<file path="src/lda_ram.sv">
// Generic single-write, single-read RAM with registered read data.
`timescale 1ns / 1ps
module lda_ram #(
   parameter int WIDTH = 16,
   parameter int DEPTH = 64
) (
   input  logic                     clock,
   input  logic                     wr_en,
   input  logic [$clog2(DEPTH)-1:0] wr_addr,
   input  logic [WIDTH-1:0]         wr_data,
   input  logic                     rd_en,
   input  logic [$clog2(DEPTH)-1:0] rd_addr,
   output logic [WIDTH-1:0]         rd_data
);

   logic [WIDTH-1:0] mem_ff [DEPTH];
   logic [WIDTH-1:0] rd_data_ff;

   always_ff @(posedge clock) begin
      if (wr_en) begin
         mem_ff[wr_addr] <= wr_data;
      end
      if (rd_en) begin
         rd_data_ff <= mem_ff[rd_addr];
      end
   end

   assign rd_data = rd_data_ff;

endmodule

</file>
<file path="config.mk">
export PLATFORM = sky130hd
export DESIGN_NAME = lda_ram
export DESIGN_NICKNAME = d
export VERILOG_FILES = /design/src/lda_ram.sv
export SDC_FILE = /design/constraint.sdc
export NUM_CORES = 1
export LEC_CHECK = 0
export BUFFER_PORTS_ARGS = -buffer_cell sky130_fd_sc_hd__buf_2
export CORE_MARGIN = 10
export CORE_UTILIZATION = 32
export DETAILED_ROUTE_END_ITERATION = 12
export SLEW_MARGIN = 20
export SYNTH_ARGS = -nofsm -noshare
export SYNTH_HDL_FRONTEND = slang
export SYNTH_SLANG_ARGS = --single-unit
export TNS_END_PERCENT = 100
</file>
<file path="constraint.sdc">
create_clock -name clock -period 3 [get_ports clock]
set_clock_uncertainty 0.2 [all_clocks]
set_input_delay 0.15 -clock clock [delete_from_list [all_inputs] [get_ports clock]]
set_output_delay 0.15 -clock clock [all_outputs]
set_load 0.02 [all_outputs]
</file>
==> qor.csv <==
metric,value,unit
all-layer global routing usage,13.9,%
antenna violations before repair,11,
routed vias,19618,
setup violators final,0,
clk buf depth,3,
"Clk pin slew, worst setup/hold paths",0.07,ns
Min-Delay Path Class,in2reg,
Critical Path AT,2.90,ns
antenna-violating nets left,0,
Syn Nets,1860,
most frequent CP cell,dlygate4sd3_1,
Sink Count,1040,
"commonest non-fill, non-tap cells in the layout","edfxtp_1 (1,040), mux4_2 (220), buf_4 (157)",
met3 Use GR,4.41,%
reg2reg start,mem_ff[23][3],
Cells after Synth,1829,
met1 GRT Util,18.0,%
Pre-antenna DRT Iters,8,
max incr delay on CP,0.62,ns
Port Buffers,46,
Critical path origin,wr_addr[4],
area of the multi-input gates,8250,sq um
DRC violations left,0,
Hold EP,mem_ff[55][1],
r2r setup slk,0.33,ns
drt via density,5.18,
Crit path required time,3.20,ns
H-tree levels,3,
CTS root buf,clkbuf_16,
drt total wl,99.3,mm
number of global-route vias before repair,20192,
Max VDD drop,0.000512,V
Synth cell types,42,
Static Leak,14.8,nW
Startpoint Class,input pin,
FP Rows,129,
Worst Path Buf+Inv,4,
fin crit share,90.1,%
crit path max fanout,9,
max_cap viols,0,
share of post-route cells with drive strength above 1,28.7,%
cts bufs inserted,102,
detailed-route wire length per cell,26.2,um
pwr dens,643,nW/um^2
unrepaired setup endpoints after global routing,no,
Avg Inst Size Synth,22.0,sq um
sequential cell area fraction in the yosys report,77.7,%
CP cell instances,dlygate4sd3_1 > buf_2 > or3b_2 > dlygate4sd3_1 > nor2_1 > dlygate4sd3_1,
filler cell count,11163,
Starting Density,32.3,%
Starting DRT DRC Count,1991,
cell area after synthesis,40200,sq um
die width,374,um
synthesized flop and latch total,1040,
CP max stage cell,dlygate4sd3_1,
Clock Latency Late Sink,0.69,ns
status,"complete, no violations",
post-CTS sizing,0,
slew at the pin closest to its max-slew limit,1.09,ns
Max transition margin,27.0,%
"CP delay by family, top",buffers and inverters,
gpl congestion,0.810,
"most common cell after layout, fill and taps aside",edfxtp_1,
die span in y,374,um
Crit Path Class,in2reg,
pin count of the biggest net entering global routing,65,
core area,124000,sq um
met2 usage,22.5,%
Max Slew Vio Count,0,
placed wire-length estimate,62.2,mm
I/O Pins,47,
crit path time final,2.70,ns
"Warnings, synthesis",0,
die area,140000,sq um
hold path start,wr_data[1],
total negative slack,0,ns
overall power,30.1,mW
total grt overflow,0,
Reg2Reg Depth,6,
Fmax achieved,370,MHz
Layout area overhead,16.2,%
Critical Path Sink Type,register,
CTS tree,done,
Crit path depth,6,
Layout Nets,2101,
GR peak layer,met2,
first-pass GRT wire length,144,mm
Worst Hold Depth,1,
sequential cell area,31200,sq um
endpoints failing hold,0,
R2R Path End,rd_data[3],
-- metrics by stage --
| step | util [%] | cell area [sq um] | instances | setup WS (ns) | hold slack (ns) |
|---|---|---|---|---|---|
| 2_1_floorplan | - | 40200 | 1829 | 0.615 | 0.0489 |
| 3_3_place_gp | 34.8 | 43300 | 3580 | -0.365 | 0.407 |
| 3_5_place_dp | 34.8 | 43300 | 3580 | -0.451 | 0.416 |
| 4_1_cts | 37.6 | 46700 | 3777 | 0.234 | 0.00535 |
| 5_1_grt | 37.6 | 46700 | 3780 | 0.240 | 0.0478 |
| 6_report | 37.6 | 46700 | 3786 | 0.296 | 0.00407 |
-- worst register-to-register path, delay by kind of cell, from the launching register on --
kind                   cells  cell delay (ns)
buffers and inverters      1             0.19
AOI/OAI and AO/OA          3             0.75
muxes                      2             0.92
DFF                        1             0.36
-- cell usage after synthesis (all sizes together) --
master | instances | area, sq um
clkbuf | 27 | 108
a41oi | 5 | 43.8
mux4 | 224 | 5060
nand2 | 60 | 233
nand4b | 1 | 8.76
a22oi | 39 | 293
o21ai | 8 | 40.0
a221o | 6 | 60.1
and2 | 2 | 12.5
nand3 | 24 | 120
nor3 | 2 | 10.0
a221oi | 16 | 140
buf | 77 | 626
a311oi | 8 | 70.1
or3b | 1 | 8.76
nor2b | 30 | 188
a211oi | 8 | 60.1
a21oi | 17 | 85.1
and4 | 5 | 43.8
edfxtp | 1040 | 31200
nand3b | 2 | 15.0
a22o | 6 | 52.6
nor4 | 3 | 37.5
a31oi | 8 | 50.1
nand4 | 12 | 75.1
nand2b | 3 | 18.8
a211o | 8 | 70.1
mux2 | 27 | 304
mux2i | 85 | 851
or3 | 1 | 6.26
nor2 | 74 | 283
-- registers in the layout, indices dropped and copies added, names as in the netlist --
signal   count
rd_data     16
mem_ff    1024
-- layout make-up --
class                      count  area share, %
multi-input combinational    685           17.7
clock inverter                51           1.10
clock buffer                 125           5.74
tap                         1637           4.38
antenna                        7         0.0375
timing repair buffer         241           4.26
sequential                  1040           66.8
-- per-layer routing --
metal	routed length, um	part of all wire (%)	vias to the layer above
met3	8790	8.9	154
li1	-	-	8177
met4	2200	2.2	14
met1	40300	41	10505
met2	48000	48	768
met5	82	0.083	-
-- worst max path at each step --
stage | endpoint | slack (ns)
after detailed placement | rd_data[13] | -0.45
after global placement | rd_data[13] | -0.37
after CTS | rd_data[13] | 0.23
after global routing | rd_data[3] | 0.24
final | mem_ff[33][6] | 0.30
after floorplan | mem_ff[48][0] | 0.62
-- kinds of logic after synthesis --
group / share of synthesized area (%)
AOI/OAI and AO/OA: 2.40
buffers and inverters: 1.82
DFF: 77.7
muxes: 15.5
and+or+nand+nor: 2.64
-- repair_timing --
| item | 4_1_cts | 5_1_grt |
|---|---|---|
| hold buffers | 21 | 1 |
| endpoints found under the hold margin | 515 | 55 |
| buffers inserted | 0 | 0 |
-- power breakdown --
part / switching [mW] / internal [mW] / total (mW)
clock network: 5.25 / 7.02 / 12.3
registers: 0.0524 / 16.1 / 16.2
logic: 0.997 / 0.620 / 1.62
total: 6.30 / 23.8 / 30.1
Note: power is estimated with default switching activity, not from simulation.
